--- config.mk ---
export PLATFORM = sky130hd
export DESIGN_NAME = cpb_cell
export DESIGN_NICKNAME = d
export VERILOG_FILES = /design/src/rtl/core/cpb_pkg.sv /design/src/rtl/core/cpb_cell.sv
export SDC_FILE = /design/constraint.sdc
export NUM_CORES = 1
export LEC_CHECK = 0
export ABC_CLOCK_PERIOD_IN_PS = 2800
export BUFFER_PORTS_ARGS = -buffer_cell sky130_fd_sc_hd__buf_2
export CORE_MARGIN = 2
export CORE_UTILIZATION = 43
export DETAILED_ROUTE_END_ITERATION = 8
export MAX_ROUTING_LAYER = met4
export PLACE_DENSITY = 0.87
export RECOVER_POWER = 100
export SYNTH_ARGS = -nofsm -noshare
export SYNTH_HDL_FRONTEND = slang
export SYNTH_SLANG_ARGS = --single-unit
--- constraint.sdc ---
create_clock -name clk -period 2.8 [get_ports clk]
set_input_delay 0.28 -clock clk [delete_from_list [all_inputs] [get_ports clk]]
set_output_delay 0.28 -clock clk [all_outputs]
set_load 0.005 [all_outputs]
--- src/rtl/core/cpb_pkg.sv ---
// ============================================================================
// cpb_pkg: shared types and constants of the color palette builder
// Sizes of the palette, the request token that runs along the cell chain,
// the write port into the cells, status codes and the BGR555 packing.
// ============================================================================
`default_nettype none

package cpb_pkg;

    // Palette size and derived widths.
    localparam int ENTRIES  = 256;
    localparam int CELL_W   = $clog2(ENTRIES);
    localparam int CNT_W    = $clog2(ENTRIES + 1);
    localparam int READ_W   = 8;
    localparam int CMP_W    = (CNT_W > READ_W) ? CNT_W : READ_W;
    localparam int COLOR_W  = 24;
    localparam int BGR_W    = 15;

    typedef logic [COLOR_W-1:0] color_t;

    // Result status codes.
    typedef enum logic [1:0] {
        STAT_FOUND    = 2'd0,
        STAT_INSERTED = 2'd1,
        STAT_FULL     = 2'd2,
        STAT_BEYOND   = 2'd3
    } status_t;

    // Controller states.
    typedef enum logic {
        ST_IDLE = 1'b0,
        ST_RUN  = 1'b1
    } ctrl_state_t;

    // Request token handed from cell to cell.
    typedef struct packed {
        logic              active;
        logic              command;
        color_t            key;
        logic [READ_W-1:0] idx;
        logic              found;
        logic [CELL_W-1:0] slot;
        color_t            color;
    } query_t;

    // Write into one cell of the chain.
    typedef struct packed {
        logic              en;
        logic [CELL_W-1:0] idx;
        color_t            data;
    } write_t;

    // Drop the low three bits of each channel; blue high, red low.
    function automatic logic [BGR_W-1:0] to_bgr555(input color_t c);
        to_bgr555 = {c[7:3], c[15:11], c[23:19]};
    endfunction

endpackage

`default_nettype wire

--- src/rtl/core/cpb_cell.sv ---
// ============================================================================
// cpb_cell: one palette entry of the cell chain
// Holds one stored color, checks the passing request against it and hands
// the request on to the next cell through its stage register.
// ============================================================================
`default_nettype none

module cpb_cell (
    input  wire logic                        clk,
    input  wire logic                        rst_n,
    input  wire logic [cpb_pkg::CELL_W-1:0]  cell_index,
    input  wire logic [cpb_pkg::CNT_W-1:0]   count,
    input  wire cpb_pkg::write_t             wr,
    input  wire cpb_pkg::query_t             token_in,
    output cpb_pkg::query_t                  token_out
);

    cpb_pkg::color_t entry_reg;
    logic            active_reg;
    cpb_pkg::query_t payload_reg;
    cpb_pkg::query_t payload_next;
    logic            occupied;
    logic            add_hit;
    logic            read_hit;

    // The stored color is written when the controller appends it here.
    always_ff @(posedge clk)
    begin
        if (wr.en && (wr.idx == cell_index))
        begin
            entry_reg <= wr.data;
        end
    end

    // Only entries below the fill count take part in a search or a read.
    assign occupied = cpb_pkg::CMP_W'(cell_index) < cpb_pkg::CMP_W'(count);

    assign add_hit  = token_in.active && !token_in.command && !token_in.found
                      && occupied && (entry_reg == token_in.key);
    assign read_hit = token_in.active && token_in.command && occupied
                      && (cpb_pkg::CMP_W'(cell_index) == cpb_pkg::CMP_W'(token_in.idx));

    // The first hit along the chain marks the request and records the entry.
    always_comb
    begin
        payload_next = token_in;
        if (add_hit || read_hit)
        begin
            payload_next.found = 1'b1;
            payload_next.slot  = cell_index;
            payload_next.color = entry_reg;
        end
    end

    // Stage register toward the next cell.
    always_ff @(posedge clk or negedge rst_n)
    begin
        if (!rst_n)
        begin
            active_reg <= 1'b0;
        end
        else
        begin
            active_reg <= token_in.active;
        end
    end

    always_ff @(posedge clk)
    begin
        payload_reg <= payload_next;
    end

    always_comb
    begin
        token_out        = payload_reg;
        token_out.active = active_reg;
    end

endmodule

`default_nettype wire

* After elaboration in Yosys (flattened, before gate mapping)
Index checks and enable logic that the tools add are counted.
** Word-level totals
- Register bits after elaboration :: 91
- Input port bits :: 119
- Output and inout port bits :: 67
- Word-level logic and storage cells :: 24
** Cells by class
- Order comparisons :: 1
- Equal/unequal tests :: 3
- Muxes and demuxes :: 1
- Reductions and logical operators :: 11
** Operator list (count)
- two-way mux 32 bit :: 1
- equality test 24 bit :: 1
- equality test 8 bit :: 2
- < comparator 8 x 9 -> 1 bit :: 1
- logical AND 1 bit :: 8
- zero test 1 bit :: 2
- logical OR 1 bit :: 1

* Logic depth before layout (Yosys ltp)
- Depth after elaboration :: 7
- Depth in mapped cells :: 8
- Depth with buffers taken out :: 7

* Least setup slack after synthesis
OpenSTA, ideal clock, no wires.
- Kind :: flip-flop to flip-flop
- Start :: reg entry_reg[21]
- End :: reg payload_reg (netlist bit token_out[10])
- Library setup time :: 121 ps
- Data arrival time :: 1891 ps
- Required time :: 2679 ps
- Slack :: 788 ps
- Stages on the path, launching flop included :: 8
- Buffers on the path :: 1
- Period minus slack after synthesis :: 2012 ps
- Cell sequence :: edfxtp_1 -> xor2_1 -> nor4_1 -> nand4_1 -> nor4_2 -> o221ai_2 -> buf_6 -> mux2_4
** RTL lines
- from (decl) :: line cpb_cell.sv:18 : cpb_pkg::color_t entry_reg;
- from (signal assigned) :: line cpb_cell.sv:31 : entry_reg <= wr.data;
- to (signal assigned) :: line cpb_cell.sv:70 : payload_reg <= payload_next;
- to (decl) :: line cpb_cell.sv:20 : cpb_pkg::query_t payload_reg;

==> flow_metrics.env <==
export IMPL_drv_slew=0
export IMPL_track_usage_pct=18.98
export IMPL_fmax_ghz=0.4203
export IMPL_drc=0
export IMPL_rsz0062_at_grt="false"
export IMPL_cts_root_buf="clkbuf_8"
export IMPL_vias=2318
export IMPL_antenna_left=0
export IMPL_period_share_pct=84.98
export IMPL_p_per_area_nw_per_um2=616.1
export IMPL_fin_crit_ns=2.379
export IMPL_hp_class="in2reg"
export IMPL_syn_nets=334
export IMPL_num_rows=31
export IMPL_clk_latency_ns=0.34
export IMPL_antenna_found_initial=0
export IMPL_ys_seq_area_share_pct=64.16
export IMPL_synth_edff_count=24
export IMPL_ir_drop_mv=0.3136
export IMPL_syn_avg_cell_area_um2=15.49
export IMPL_start_util_pct=44.42
export IMPL_clkTransAtPathRegs_ns=0.09
export IMPL_cts_sinks=91
export IMPL_maxSlewHeadroom_pct=1.930
export IMPL_drive_above_1_share_pct=33.66
export IMPL_first_global_vias=2485
export IMPL_cp_max_fo=17
export IMPL_worstPathCellList="xor2_1 -> nor4_1 -> nand3_1 -> nor4_1 -> o221ai_4 -> buf_4 -> mux2_1"
export IMPL_die_area_um2=8201
export IMPL_dieWidth_um=90.56
export IMPL_crit_type="reg2reg"
export IMPL_hpwl_um=6170
export IMPL_synthFlopType="dfxtp_1"
export IMPL_status="finished, final reports clean"
export IMPL_async_reset_ff_share_pct=1.099
export IMPL_timing_final_hold_violations=0
export IMPL_cp_required_ns=3.03
export IMPL_drt_iter0_drc=70
export IMPL_routed_wl_um=7840
export IMPL_synthCells=208
export IMPL_routed_wire_length_per_instance_um=15.40
export IMPL_cp_num_buf_inv=1
export IMPL_syn_area_um2=3222
export IMPL_met1Wirelength_um=3189
export IMPL_final_fill_count=667
export IMPL_routabilityCongestion=0.8847
export IMPL_cp_common_cell="nor4_1"
export IMPL_critPathTopFamily="simple AND/OR/NAND/NOR gates"
export IMPL_core_area_um2=7253
export IMPL_wl_met2_um=3973
export IMPL_syn2layout_area_growth_pct=33.94
export IMPL_cts_made_buffers=9
export IMPL_grt_first_pass_wirelength_um=11650
export IMPL_drv_cap=0
export IMPL_p_leak_uw=0.001874
export IMPL_highest_layer="met4"
export IMPL_postLayoutCellArea_um2=4315
export IMPL_cts_setup_buffers=0
export IMPL_largest_register_ffs=66
export IMPL_viasPerCell=4.554
export IMPL_placed_cells=492
export IMPL_antenna_cells=0
export IMPL_worst_path_max_delay_cell="edfxtp_1"
export IMPL_yosys_warnings=0
export IMPL_wl_met3_um=490
export IMPL_fin_tns_setup_ns=0
export IMPL_cp_end_kind="flop"
export IMPL_tightest_slew_ns=1.471
export IMPL_max_stage_delay_ns=0.41
export IMPL_ys_ff_latch=91
export IMPL_ios=186
export IMPL_startpoint_type="flop"
export IMPL_finalNetCount=531
export IMPL_cts_tree="done"
export IMPL_fin_worst_skew_ns=0.01153
export IMPL_mostFrequentLayoutCells="buf_2, clkbuf_1, dfxtp_1"
export IMPL_grt_ovfl_total=0
export IMPL_yosysUniqueCellTypes=26
export IMPL_post_dp_cell_area_um2=4272
export IMPL_drt_pass1_iter_count=4
export IMPL_grt_max_degree=25
export IMPL_final_common_cell="buf_2"
export IMPL_ctsLongestPathBuffers=2
export IMPL_cp_arrival_ns=2.61
export IMPL_dieHeight_um=90.56
export IMPL_port_buffers=185
export IMPL_cts_htree_levels=3
export IMPL_stdcell_count=509
export IMPL_setup_viol=0
## cell usage after synthesis (2+ instances only)
cell	n	area [um2]
nand4_1	5	31.28
buf_6	3	33.78
mux2_4	29	435.4
xor2_1	25	219.0
nand2b_1	2	12.51
xnor2_1	15	131.4
dfxtp_1	66	1321
o21ai_0	2	10.01
inv_1	7	26.28
nor2_1	2	7.510
mux2_2	3	33.78
edfxtp_1	24	720.7
nor4_1	6	37.54
ha_1	7	87.58
## report_power, final
group	switching, uW	total [uW]	internal [uW]
registers	12.8	1410	1400
logic	108	231	123
clock network	436	1020	579
total	557	2660	2100
## per-stage QoR
step                utilization (%)  worst slack (ns)  hold WS [ns]  power (uW)
finish                        59.50            0.4206       0.07095        2659
global route                  59.50            0.2619       0.04263        2767
CTS                           62.29            0.5137       0.03319        2722
detailed placement            58.89            0.5378       0.05609        1703
global placement              58.89            0.5267       0.05634        1693
floorplan                         -            0.7876      -0.01559        1534
## metal layers
metal  GRT usage (%)  vias up
li1                -     1116
met2           32.09      110
met5               -        -
met1           21.55     1073
met3           3.506       19
met4           9.615        0
## timing repair
| item | 4_1_cts | 5_1_grt |
|---|---|---|
| resized for setup | 0 | 0 |
| hold buffers | 1 | 0 |
| hold endpoints to repair | 1 | 0 |
## final timing paths
check	startpoint	to	slack, ns	cells past startpoint
worst max-delay path	entry_reg[18]$_DFFE_PP_	token_out[28]$_DFF_P_	0.42	7
worst min-delay path	token_in[41]	token_out[41]$_DFF_P_	0.07	1
worst max register to register	entry_reg[18]$_DFFE_PP_	token_out[28]$_DFF_P_	0.42	7
worst min register to register	entry_reg[13]$_DFFE_PP_	token_out[13]$_DFF_P_	0.51	1
max in group asynchronous	rst_n	active_reg$_DFF_PN0_	2.48	2
min in group asynchronous	rst_n	active_reg$_DFF_PN0_	0.24	2
## cell type report
| cell class | instances | area, um2 | area share [%] |
|---|---|---|---|
| clock buffer | 12 | 166.4 | 3.856 |
| multi-input combinational | 106 | 987.2 | 22.88 |
| clock inverter | 4 | 70.07 | 1.624 |
| tap | 99 | 123.9 | 2.870 |
| timing repair buffer | 190 | 874.6 | 20.27 |
| sequential | 91 | 2067 | 47.90 |
| inverter | 7 | 26.28 | 0.6089 |
## cells by family after synthesis
logic type / synth area share (%)
buffers and inverters: 2.097
xor gates and xnor gates: 10.87
AOI/OAI and AO/OA: 1.631
muxes: 14.56
and+or+nand+nor: 3.961
DFF: 64.16
adders and majority gates: 2.718
No activity file was read; power rests on OpenSTA's default activity.
