`config.mk`:
```
export PLATFORM = sky130hd
export DESIGN_NAME = cpb_ctrl
export DESIGN_NICKNAME = d
export VERILOG_FILES = /design/src/rtl/core/cpb_pkg.sv /design/src/rtl/core/cpb_ctrl.sv
export SDC_FILE = /design/constraint.sdc
export NUM_CORES = 1
export LEC_CHECK = 0
export BUFFER_PORTS_ARGS = -buffer_cell sky130_fd_sc_hd__buf_2
export CAP_MARGIN = 20
export CORE_UTILIZATION = 43
export CTS_CLUSTER_SIZE = 16
export DETAILED_ROUTE_END_ITERATION = 6
export PLACE_DENSITY = 0.88
export SLEW_MARGIN = 5
export SYNTH_ARGS = -nofsm -noshare
export SYNTH_HDL_FRONTEND = slang
export SYNTH_SLANG_ARGS = --single-unit
```
`constraint.sdc`:
```
create_clock -name clk -period 4.27 [get_ports clk]
set_clock_uncertainty 0.1 [all_clocks]
set_input_delay 0.854 -clock clk [delete_from_list [all_inputs] [get_ports clk]]
set_output_delay 0.854 -clock clk [all_outputs]
set_load 0.01 [all_outputs]
```
`src/rtl/core/cpb_pkg.sv`:
```
// ============================================================================
// cpb_pkg: shared types and constants of the color palette builder
// Sizes of the palette, the request token that runs along the cell chain,
// the write port into the cells, status codes and the BGR555 packing.
// ============================================================================
`default_nettype none

package cpb_pkg;

    // Palette size and derived widths.
    localparam int ENTRIES  = 256;
    localparam int CELL_W   = $clog2(ENTRIES);
    localparam int CNT_W    = $clog2(ENTRIES + 1);
    localparam int READ_W   = 8;
    localparam int CMP_W    = (CNT_W > READ_W) ? CNT_W : READ_W;
    localparam int COLOR_W  = 24;
    localparam int BGR_W    = 15;

    typedef logic [COLOR_W-1:0] color_t;

    // Result status codes.
    typedef enum logic [1:0] {
        STAT_FOUND    = 2'd0,
        STAT_INSERTED = 2'd1,
        STAT_FULL     = 2'd2,
        STAT_BEYOND   = 2'd3
    } status_t;

    // Controller states.
    typedef enum logic {
        ST_IDLE = 1'b0,
        ST_RUN  = 1'b1
    } ctrl_state_t;

    // Request token handed from cell to cell.
    typedef struct packed {
        logic              active;
        logic              command;
        color_t            key;
        logic [READ_W-1:0] idx;
        logic              found;
        logic [CELL_W-1:0] slot;
        color_t            color;
    } query_t;

    // Write into one cell of the chain.
    typedef struct packed {
        logic              en;
        logic [CELL_W-1:0] idx;
        color_t            data;
    } write_t;

    // Drop the low three bits of each channel; blue high, red low.
    function automatic logic [BGR_W-1:0] to_bgr555(input color_t c);
        to_bgr555 = {c[7:3], c[15:11], c[23:19]};
    endfunction

endpackage

`default_nettype wire

```
`src/rtl/core/cpb_ctrl.sv`:
```
// ============================================================================
// cpb_ctrl: command controller of the color palette builder
// Tracks the request in flight, keeps the fill count, appends new colors
// and forms the result when the request leaves the end of the chain.
// ============================================================================
`default_nettype none

module cpb_ctrl (
    input  wire logic                          clk,
    input  wire logic                          rst_n,
    input  wire logic                          start,
    output logic                               busy,
    input  wire cpb_pkg::query_t               tail,
    output logic [cpb_pkg::CNT_W-1:0]          count,
    output cpb_pkg::write_t                    wr,
    output logic                               done,
    output logic [7:0]                         slot,
    output logic [cpb_pkg::BGR_W-1:0]          color_bgr555,
    output logic [1:0]                         status,
    output logic [8:0]                         entries_used
);

    cpb_pkg::ctrl_state_t          state_reg;
    cpb_pkg::ctrl_state_t          state_next;
    logic [cpb_pkg::CNT_W-1:0]     count_reg;
    logic [cpb_pkg::CNT_W-1:0]     count_next;
    logic                          done_reg;
    logic                          done_next;
    logic [7:0]                    slot_reg;
    logic [7:0]                    slot_next;
    logic [cpb_pkg::BGR_W-1:0]     color_reg;
    logic [cpb_pkg::BGR_W-1:0]     color_next;
    cpb_pkg::status_t              status_reg;
    cpb_pkg::status_t              status_next;
    logic                          finish;
    logic                          table_full;

    assign finish     = (state_reg == cpb_pkg::ST_RUN) && tail.active;
    assign table_full = (count_reg == cpb_pkg::CNT_W'(cpb_pkg::ENTRIES));

    // Next state.
    always_comb
    begin
        state_next = state_reg;
        unique case (state_reg)
            cpb_pkg::ST_IDLE:
            begin
                if (start)
                begin
                    state_next = cpb_pkg::ST_RUN;
                end
            end
            cpb_pkg::ST_RUN:
            begin
                if (tail.active)
                begin
                    state_next = cpb_pkg::ST_IDLE;
                end
            end
            default:
            begin
                state_next = cpb_pkg::ST_IDLE;
            end
        endcase
    end

    // State outputs.
    always_comb
    begin
        unique case (state_reg)
            cpb_pkg::ST_IDLE: busy = 1'b0;
            cpb_pkg::ST_RUN:  busy = 1'b1;
            default:          busy = 1'b1;
        endcase
    end

    // Result and append when the request leaves the chain.
    always_comb
    begin
        done_next   = 1'b0;
        slot_next   = slot_reg;
        color_next  = color_reg;
        status_next = status_reg;
        count_next  = count_reg;
        wr          = '0;
        if (finish)
        begin
            done_next = 1'b1;
            if (tail.command)
            begin
                slot_next = tail.idx;
                if (tail.found)
                begin
                    color_next  = cpb_pkg::to_bgr555(tail.color);
                    status_next = cpb_pkg::STAT_FOUND;
                end
                else
                begin
                    color_next  = '0;
                    status_next = cpb_pkg::STAT_BEYOND;
                end
            end
            else if (tail.found)
            begin
                slot_next   = 8'(tail.slot);
                color_next  = cpb_pkg::to_bgr555(tail.key);
                status_next = cpb_pkg::STAT_FOUND;
            end
            else if (table_full)
            begin
                slot_next   = '0;
                color_next  = '0;
                status_next = cpb_pkg::STAT_FULL;
            end
            else
            begin
                slot_next   = 8'(count_reg);
                color_next  = cpb_pkg::to_bgr555(tail.key);
                status_next = cpb_pkg::STAT_INSERTED;
                count_next  = count_reg + cpb_pkg::CNT_W'(1);
                wr.en       = 1'b1;
                wr.idx      = cpb_pkg::CELL_W'(count_reg);
                wr.data     = tail.key;
            end
        end
    end

    // Control registers.
    always_ff @(posedge clk or negedge rst_n)
    begin
        if (!rst_n)
        begin
            state_reg <= cpb_pkg::ST_IDLE;
            count_reg <= '0;
            done_reg  <= 1'b0;
        end
        else
        begin
            state_reg <= state_next;
            count_reg <= count_next;
            done_reg  <= done_next;
        end
    end

    // Result payload registers.
    always_ff @(posedge clk)
    begin
        slot_reg   <= slot_next;
        color_reg  <= color_next;
        status_reg <= status_next;
    end

    assign count        = count_reg;
    assign done         = done_reg;
    assign slot         = slot_reg;
    assign color_bgr555 = color_reg;
    assign status       = status_reg;
    assign entries_used = 9'(count_reg);

`ifndef SYNTHESIS
    // A result is only produced right after a request was in flight.
    a_done_after_run: assert property (@(posedge clk) disable iff (!rst_n)
        done_reg |-> $past(state_reg) == cpb_pkg::ST_RUN)
        else $error("result strobe without a request in flight");

    // The fill count never passes the palette size.
    a_count_bound: assert property (@(posedge clk) disable iff (!rst_n)
        count_reg <= cpb_pkg::CNT_W'(cpb_pkg::ENTRIES))
        else $error("fill count beyond palette size");

    // An inserted color grows the count by exactly one.
    a_insert_count: assert property (@(posedge clk) disable iff (!rst_n)
        done_reg && (status_reg == cpb_pkg::STAT_INSERTED)
        |-> count_reg == $past(count_reg) + cpb_pkg::CNT_W'(1))
        else $error("insert did not advance the fill count");

    // A request reaches the end of the chain only while one is in flight.
    a_tail_in_run: assert property (@(posedge clk) disable iff (!rst_n)
        tail.active |-> state_reg == cpb_pkg::ST_RUN)
        else $error("request left the chain while idle");
`endif

endmodule

`default_nettype wire

```
* Word level (Yosys, flattened, before mapping) *
Index checks and enable logic that the tools add are counted.
Widths: inputs -> output; s select.

storage, ports and cells
  latch bits = 0
  register bits after elaboration = 36
  bits of input ports = 70
  bits in writable memories = 0
  logic and storage cells = 34
  memory bits (read-only) = 0
  memories = 0

operators by class
  equal/unequal tests = 1
  reductions and logical operators = 2
  div/mod/pow operators = 0
  $add $sub $neg = 1
  multiplexer cells = 20
  multipliers = 0
  shift-type cells = 0
  order comparisons = 0
  bitwise gates (word level) = 4

operator list
  kind                 number
  $mux 33              4
  $mux 15              4
  $mux 8               3
  $add 9x1->9 const B  1
  $eq 9x9->1 const B   1
  $mux 2               4
  $not 1->1            4
  $pmux 1 s2           2
  $reduce_and 4->1     1
  $mux 1               3
  $logic_and 1x1->1    1

* Logic depth before layout (Yosys ltp) *
Gate-level depths: netlist of run 1.

  word-level depth = 5
  mapped depth = 8
  depth with buffers taken out = 5

* Least setup slack after synthesis of run 1 *
OpenSTA, ideal clock, no wires.

  path type = input to output
  start point = input port tail[65] (netlist bit)
  end point = output port wr[10] (netlist bit)
  required time = 3.316 ns
  slack = 1.099 ns
  arrival = 2.217 ns
  stages = 6
  cells stage by stage = clkbuf_1 -> and4bb_2 -> o21a_1 -> clkbuf_1 -> clkbuf_1 -> and2_1

RTL lines
  element          line            RTL
  start, declared  cpb_ctrl.sv:13  input wire cpb_pkg::query_t tail,
  end, declared    cpb_ctrl.sv:15  output cpb_pkg::write_t wr,

==> results of run 1 <==
cells in the final DEF, fill, tap and decap left out, drive strengths merged, types with 4 or more instances in the layout:
cell	n
dfrtp	11
o21ai	9
edfxtp	25
a32o	15
clkbuf	6
nand2	6
mux2i	7
buf	140
and2	35
xnor2	8
nand4	4
worst max-delay path by stage:
stage	slack [ns]	start	endpoint
6_report	0.80	tail[32]	wr[11]
5_1_grt	0.62	tail[32]	wr[11]
4_1_cts	0.78	tail[32]	wr[11]
3_5_place_dp	0.77	tail[32]	wr[11]
3_3_place_gp	0.84	tail[32]	wr[12]
2_1_floorplan	1.10	tail[65]	wr[10]
power groups by stage:
stage          sequential, uW  combinational (uW)  clock (uW)
2_1_floorplan             472                 136           0
3_3_place_gp              463                 225           0
3_5_place_dp              466                 230           0
4_1_cts                   459                 232         228
5_1_grt                   463                 259         248
6_report                  458                 232         224
through the flow:
| stage | setup WS (ns) | util (%) | hold slack [ns] |
|---|---|---|---|
| global route | 0.617 | 61.1 | 0.336 |
| floorplan | 1.10 | - | 0.436 |
| finish | 0.797 | 61.1 | 0.330 |
| CTS | 0.779 | 60.8 | 0.336 |
| global placement | 0.841 | 59.0 | 0.389 |
| detailed placement | 0.769 | 59.0 | 0.407 |
routing by layer:
layer	vias up	part of all wire, %	global-route usage, %
met4	0	0.75	6.12
met5	-	0	0
li1	859	-	-
met3	4	5.3	4.36
met1	809	44	26.9
met2	68	50	33.8
cell type report:
type,instances,area (sq um)
multi-input cells,107,781
clock inverters,2,7.51
inverters,4,15.0
clock buffers,6,72.6
fillers,376,1700
flip-flops and latches,36,1030
repair buffers,140,713
well taps,52,65.1
cells by family (layout without fill, tap and decap cells):
kind of cell    Yosys count  in the layout
compound gates           31             31
xor+xnor                  8              8
fa+ha+maj                 2              2
buf+inv                  27            152
flops                    36             36
mux                       8              8
simple gates             58             58
==> results.md, run 1 <==
* Design Power at 914 uW
* R2r setup slk at 1.67 ns
* Placed cell area at roughly 2600 sq um
* PortBufs at about 140
* Largest family of logic cells by synthesized area: simple AND/OR/NAND/NOR gates
* 1st-iter DRT viols at ~100
* Via count at 1740
* RR Endpoint: color_bgr555[9]$_DFFE_PP_
* Non-Filler Instances at 347
* Total number of yosys warnings at 0
* Peak supply drop at 0.173 mV
* Nets at between 300 and 400
* Slew Viols, Final at 0
* Post-Synthesis Net Count at 242
* Crit-path leading delay family: simple AND/OR/NAND/NOR gates
* Setup TNS at 0 ns
* Post-synth top area share at 38.2%
* Post-DRT Antenna Nets at 0
* Layout cells sized above 1 at 50.5%
* Post-CTS resize count at 0
* First-pass GRT wire length at 7830 um
* TritonRoute pass-1 iters at 4
* Slowest CP cell: and4bb_2
* Mux cell area share after synthesis at 4.14%
* Initial antenna violation count at 0
* Grt total ovfl at 0
* Largest stage delay, worst path at 0.51 ns
* Worst setup path category: in -> out
* Core area at approximately 4400 sq um
* Synth Area in Adders at between 1 and 1.5%
* Ant diodes at 0
* CP Launch Type: input pin
* CTS Sinks at 36
* Netlist Area Pre-Place at 1960 sq um
* Die area at just under 5000 sq um
* Yosys reg bits at 36
* CTS Root Cell: clkbuf_8
* Post-CTS setup buffers at 0
* Top area cells in the synthesized netlist: edfxtp_1, dfrtp_1, and2_1
* Leak at 0.00136 uW
* Starting density of the core at roughly 45%
* Rel. slew slack at 59.1%
* Routed wire length at 4820 um
* CTS tree: built
* TritonCTS Buffers at 5
* Post-synthesis simple-gate area fraction at 18.2%
* Worst hold path type: in -> async
* Avg WL per Cell at 13.9 um
* Post-synth EDFFs at 25
* Clock share of power at roughly 25%
* DP Cell Count at 338
* Period utilization at 81.3%
* Max reg flops at 15
* Sw frac at 30.5%
* Chip Height at 69.6 um
* Power per cell area at 341 nW/um^2
* Chip Width at 69.6 um
* Critical Path End Type: output port
* Main synth FF type: edfxtp_1
* Critical-path maximum fanout at 16
* Crit path cell chain: buf_2 > and4bb_2 > o21a_1 > buf_4 > and2_1 > buf_2
* Distinct cell type count after synthesis at 35
* # DRC at 0
* Arr. time, crit path at 2.52 ns
* Post-route cell area at 2680 sq um
* Status: completed
* Worst path buffer plus inverter count at 3
* Routability Congestion at 0.774
* Vias per inst at 5.01
* Critical path depth in cells at 6
* P_sw at around 280 uW
* Post-DP HPWL at around 3600 um
* Synthesized instance count at 170
* R2R Path Start: count[0]$_DFFE_PN0P_
* Reg power frac at 50.1%
* Critical Path RT at 3.32 ns
* Least-Margin Pin Slew at 0.613 ns
* Seq/Total Area, Yosys at between 50% and 60%
* Compound-Gate Fraction of Synth Area at around an eighth
* Post-Synth XOR/XNOR Area at 3.57%
* Hold-fix buffers, CTS at 0
* Top post-synthesis cells by count: and2_1, edfxtp_1, a32o_1
* Comb power frac at roughly 25%
* Final-report hold violation count at 0
* P_int at 635 uW
* Most Frequent Cell on Critical Path: buf_2
* Most common cell in the netlist: and2_1
* FMAX at 288 MHz
* Cell taking the most area after synthesis: edfxtp_1
* # setup viols final at 0
* RSZ-0062 raised after global routing: false
* IO Pins at between 100 and 150
* Largest net degree at the start of global routing at 27
* P&R area growth vs syn at 36.5%
* Max-Cap Viols at 0
* Min Tclk post-route at about 3.5 ns
* H-tree depth at 2
* Clock Latency Late Sink at 0.28 ns
* Async S/R FF share, synth at 30.6%
* Total global-route track usage at approximately a fifth
* R2R cell count at 5
* Vias in the first global route at roughly 1600
* Cell Rows at 24
* Clock Path Buffers at 2
* Worst-path clk slew at about 0.070 ns
* Syn_area_per_cell at 11.5 sq um
No activity file was read; power rests on OpenSTA's default activity.
==> run 2: changes to the inputs <==
Settings changed: CORE_UTILIZATION 43 to 40, PLACE_DENSITY 0.88 to 0.83.
Clock period 4.27 ns to 3.48 ns, I/O delays scaled along.
==> run 2 against run 1 <==
Against the previous run: total power increased by 22%; clock-buffer cell count decreased by 1; die area increased by 7.3%; combinational power increased by 22%; final cell count increased by 4.3%; first-iteration DRC count increased by 77%; critical path depth increased by 1; register-to-register slack got worse by 0.81 ns; via count decreased by 0.11%; highest routed layer unchanged.
==> results.md, run 2 (synthesis results as in run 1) <==
* PortBufs at 138 (unchanged)
* Clock Latency Late Sink at 0.28 ns (about the same)
* Crit path cell chain: inv_1 > ha_1 > or4bb_1 > o21a_1 > buf_4 > and2_1 > buf_2 (was buf_2 > and4bb_2 > o21a_1 > buf_4 > and2_1 > buf_2)
* Slew Viols, Final at 0 (unchanged)
* Critical Path RT at 2.68 ns (was 3.32 ns)
* Post-DRT Antenna Nets at 0 (unchanged)
* CTS Root Cell: clkbuf_8 (unchanged)
* Max-Cap Viols at 0 (unchanged)
* Worst hold slack at 0.169 ns (was 0.330 ns)
* Peak supply drop at 0.208 mV (was 0.173 mV)
* First-pass GRT wire length at 7500 um (was 7830 um)
* CTS tree: built (unchanged)
* Power per cell area at 414 nW/um^2 (was 341 nW/um^2)
* Grt total ovfl at 0 (unchanged)
* Vias in the first global route at 1601 (was 1619)
* Non-Filler Instances at 362 (was 347)
* Post-CTS setup buffers at 0 (unchanged)
* Leak at 0.00136 uW (about the same)
* Critical-path maximum fanout at 19 (was 16)
* Nets at 367 (was 366)
* Worst setup path category: reg -> out (was in -> out)
* Largest net degree at the start of global routing at 27 (unchanged)
* TritonRoute pass-1 iters at 4 (unchanged)
* Total global-route track usage at 18.7% (was 20.4%)
* Worst hold path type: in -> async (unchanged)
* Max reg flops at 15 (unchanged)
* Clock Path Buffers at 2 (unchanged)
* Chip Height at 72.1 um (was 69.6 um)
* Routed wire length at 4930 um (was 4820 um)
* H-tree depth at 2 (unchanged)
* Register area at 1030 sq um (unchanged)
* Post-CTS resize count at 0 (unchanged)
* 1st-iter DRT viols at 182 (was 103)
* Starting density of the core at 41.6% (was 44.8%)
* CP Launch Type: register (was input pin)
* Post-DP HPWL at 3730 um (was 3620 um)
* Routability Congestion at 0.731 (was 0.774)
* # DRC at 0 (unchanged)
* P&R area growth vs syn at 37.3% (was 36.5%)
* Slowest CP cell: or4bb_1 (was and4bb_2)
* Arr. time, crit path at 2.30 ns (was 2.52 ns)
* Status: completed (unchanged)
* Rel. slew slack at 62.1% (was 59.1%)
* TritonCTS Buffers at 5 (unchanged)
* Area of the multi-input gates at 781 sq um (unchanged)
* # setup viols final at 0 (unchanged)
* Worst-path clk slew at 0.07 ns (about the same)
* Layout cells sized above 1 at 50.8% (was 50.5%)
* CTS Sinks at 36 (unchanged)
* RSZ-0062 raised after global routing: false (unchanged)
* Core area at 4720 sq um (was 4380 sq um)
* Commonest non-fill, non-tap cell in the layout: buf_2 (unchanged)
* Cell Rows at 25 (was 24)
* Least-Margin Pin Slew at 0.568 ns (was 0.613 ns)
* Hold-fix buffers, CTS at 0 (unchanged)
* Vias per inst at 4.80 (was 5.01)
* Largest stage delay, worst path at 0.54 ns (was 0.51 ns)
* DP Cell Count at 355 (was 338)
* Setup TNS at 0 ns (unchanged)
* Initial antenna violation count at 0 (unchanged)
* Chip Width at 72.1 um (was 69.6 um)
* Die area at 5190 sq um (was 4840 sq um)
* Min Tclk post-route at 3.09 ns
* Avg WL per Cell at 13.6 um (was 13.9 um)
* Filler cells at 423 (was 376)
* Final-report hold violation count at 0 (unchanged)
* Most frequent cells in the layout: buf_2, and2_1, edfxtp_1, a32o_1, dfrtp_1 (unchanged)
* Via count at 1738 (was 1740)
* IO Pins at 148 (unchanged)
* Critical Path End Type: output port (unchanged)
* Period utilization at 88.9%
* Ant diodes at 0 (unchanged)
* FMAX at 323 MHz
==> run 2: critical path: cells and delay by family, from the launching register on <==
kind,cells,cell delay [ns]
DFF,1,0.46
and+or+nand+nor,2,0.71
adders and majority gates,1,0.14
buffers and inverters,3,0.46
AOI/OAI and AO/OA,1,0.26
==> run 2: area by class of cell <==
class | instances | area share (%)
clock buffer | 5 | 2.55
tap | 67 | 3.11
inverter | 4 | 0.557
timing repair buffer | 141 | 26.5
sequential | 36 | 38.1
multi-input combinational | 107 | 29.0
clock inverter | 2 | 0.279
==> run 2: final timing paths <==
kind	start	to	slack [ns]	depth (start not counted)
max in group asynchronous	rst_n	count[5]$_DFFE_PN0P_	2.90	1
min in group clk	state_reg$_DFF_PN0_	state_reg$_DFF_PN0_	0.41	1
worst max-delay path	count[0]$_DFFE_PN0P_	wr[14]	0.39	7
worst min-delay path	rst_n	state_reg$_DFF_PN0_	0.17	1
worst max register to register	count[0]$_DFFE_PN0P_	color_bgr555[0]$_DFFE_PP_	0.86	5
worst min register to register	state_reg$_DFF_PN0_	state_reg$_DFF_PN0_	0.41	1
==> run 2: through the flow <==
stage	total power [uW]	worst slack (ns)	utilization, %	instance area [sq um]
after global routing	1180	0.287	57.1	2700
after detailed placement	853	0.621	55.4	2620
after floorplan	747	0.625	-	1960
final	1120	0.386	57.1	2700
after global placement	846	0.630	55.4	2620
after CTS	1120	0.389	57.1	2700
==> run 2: where the power goes <==
part	switching (uW)	internal [uW]	leakage, uW
logic	150	133	0.000939
registers	50.5	509	0.000382
clock network	141	132	0.0000391
total	341	774	0.00136
==> run 2: layer usage <==
layer  track usage, %  share of wire [%]
met1             23.9                 42
met2             30.7                 51
met3             4.17                5.7
met4             8.06                1.5
met5                0                  0
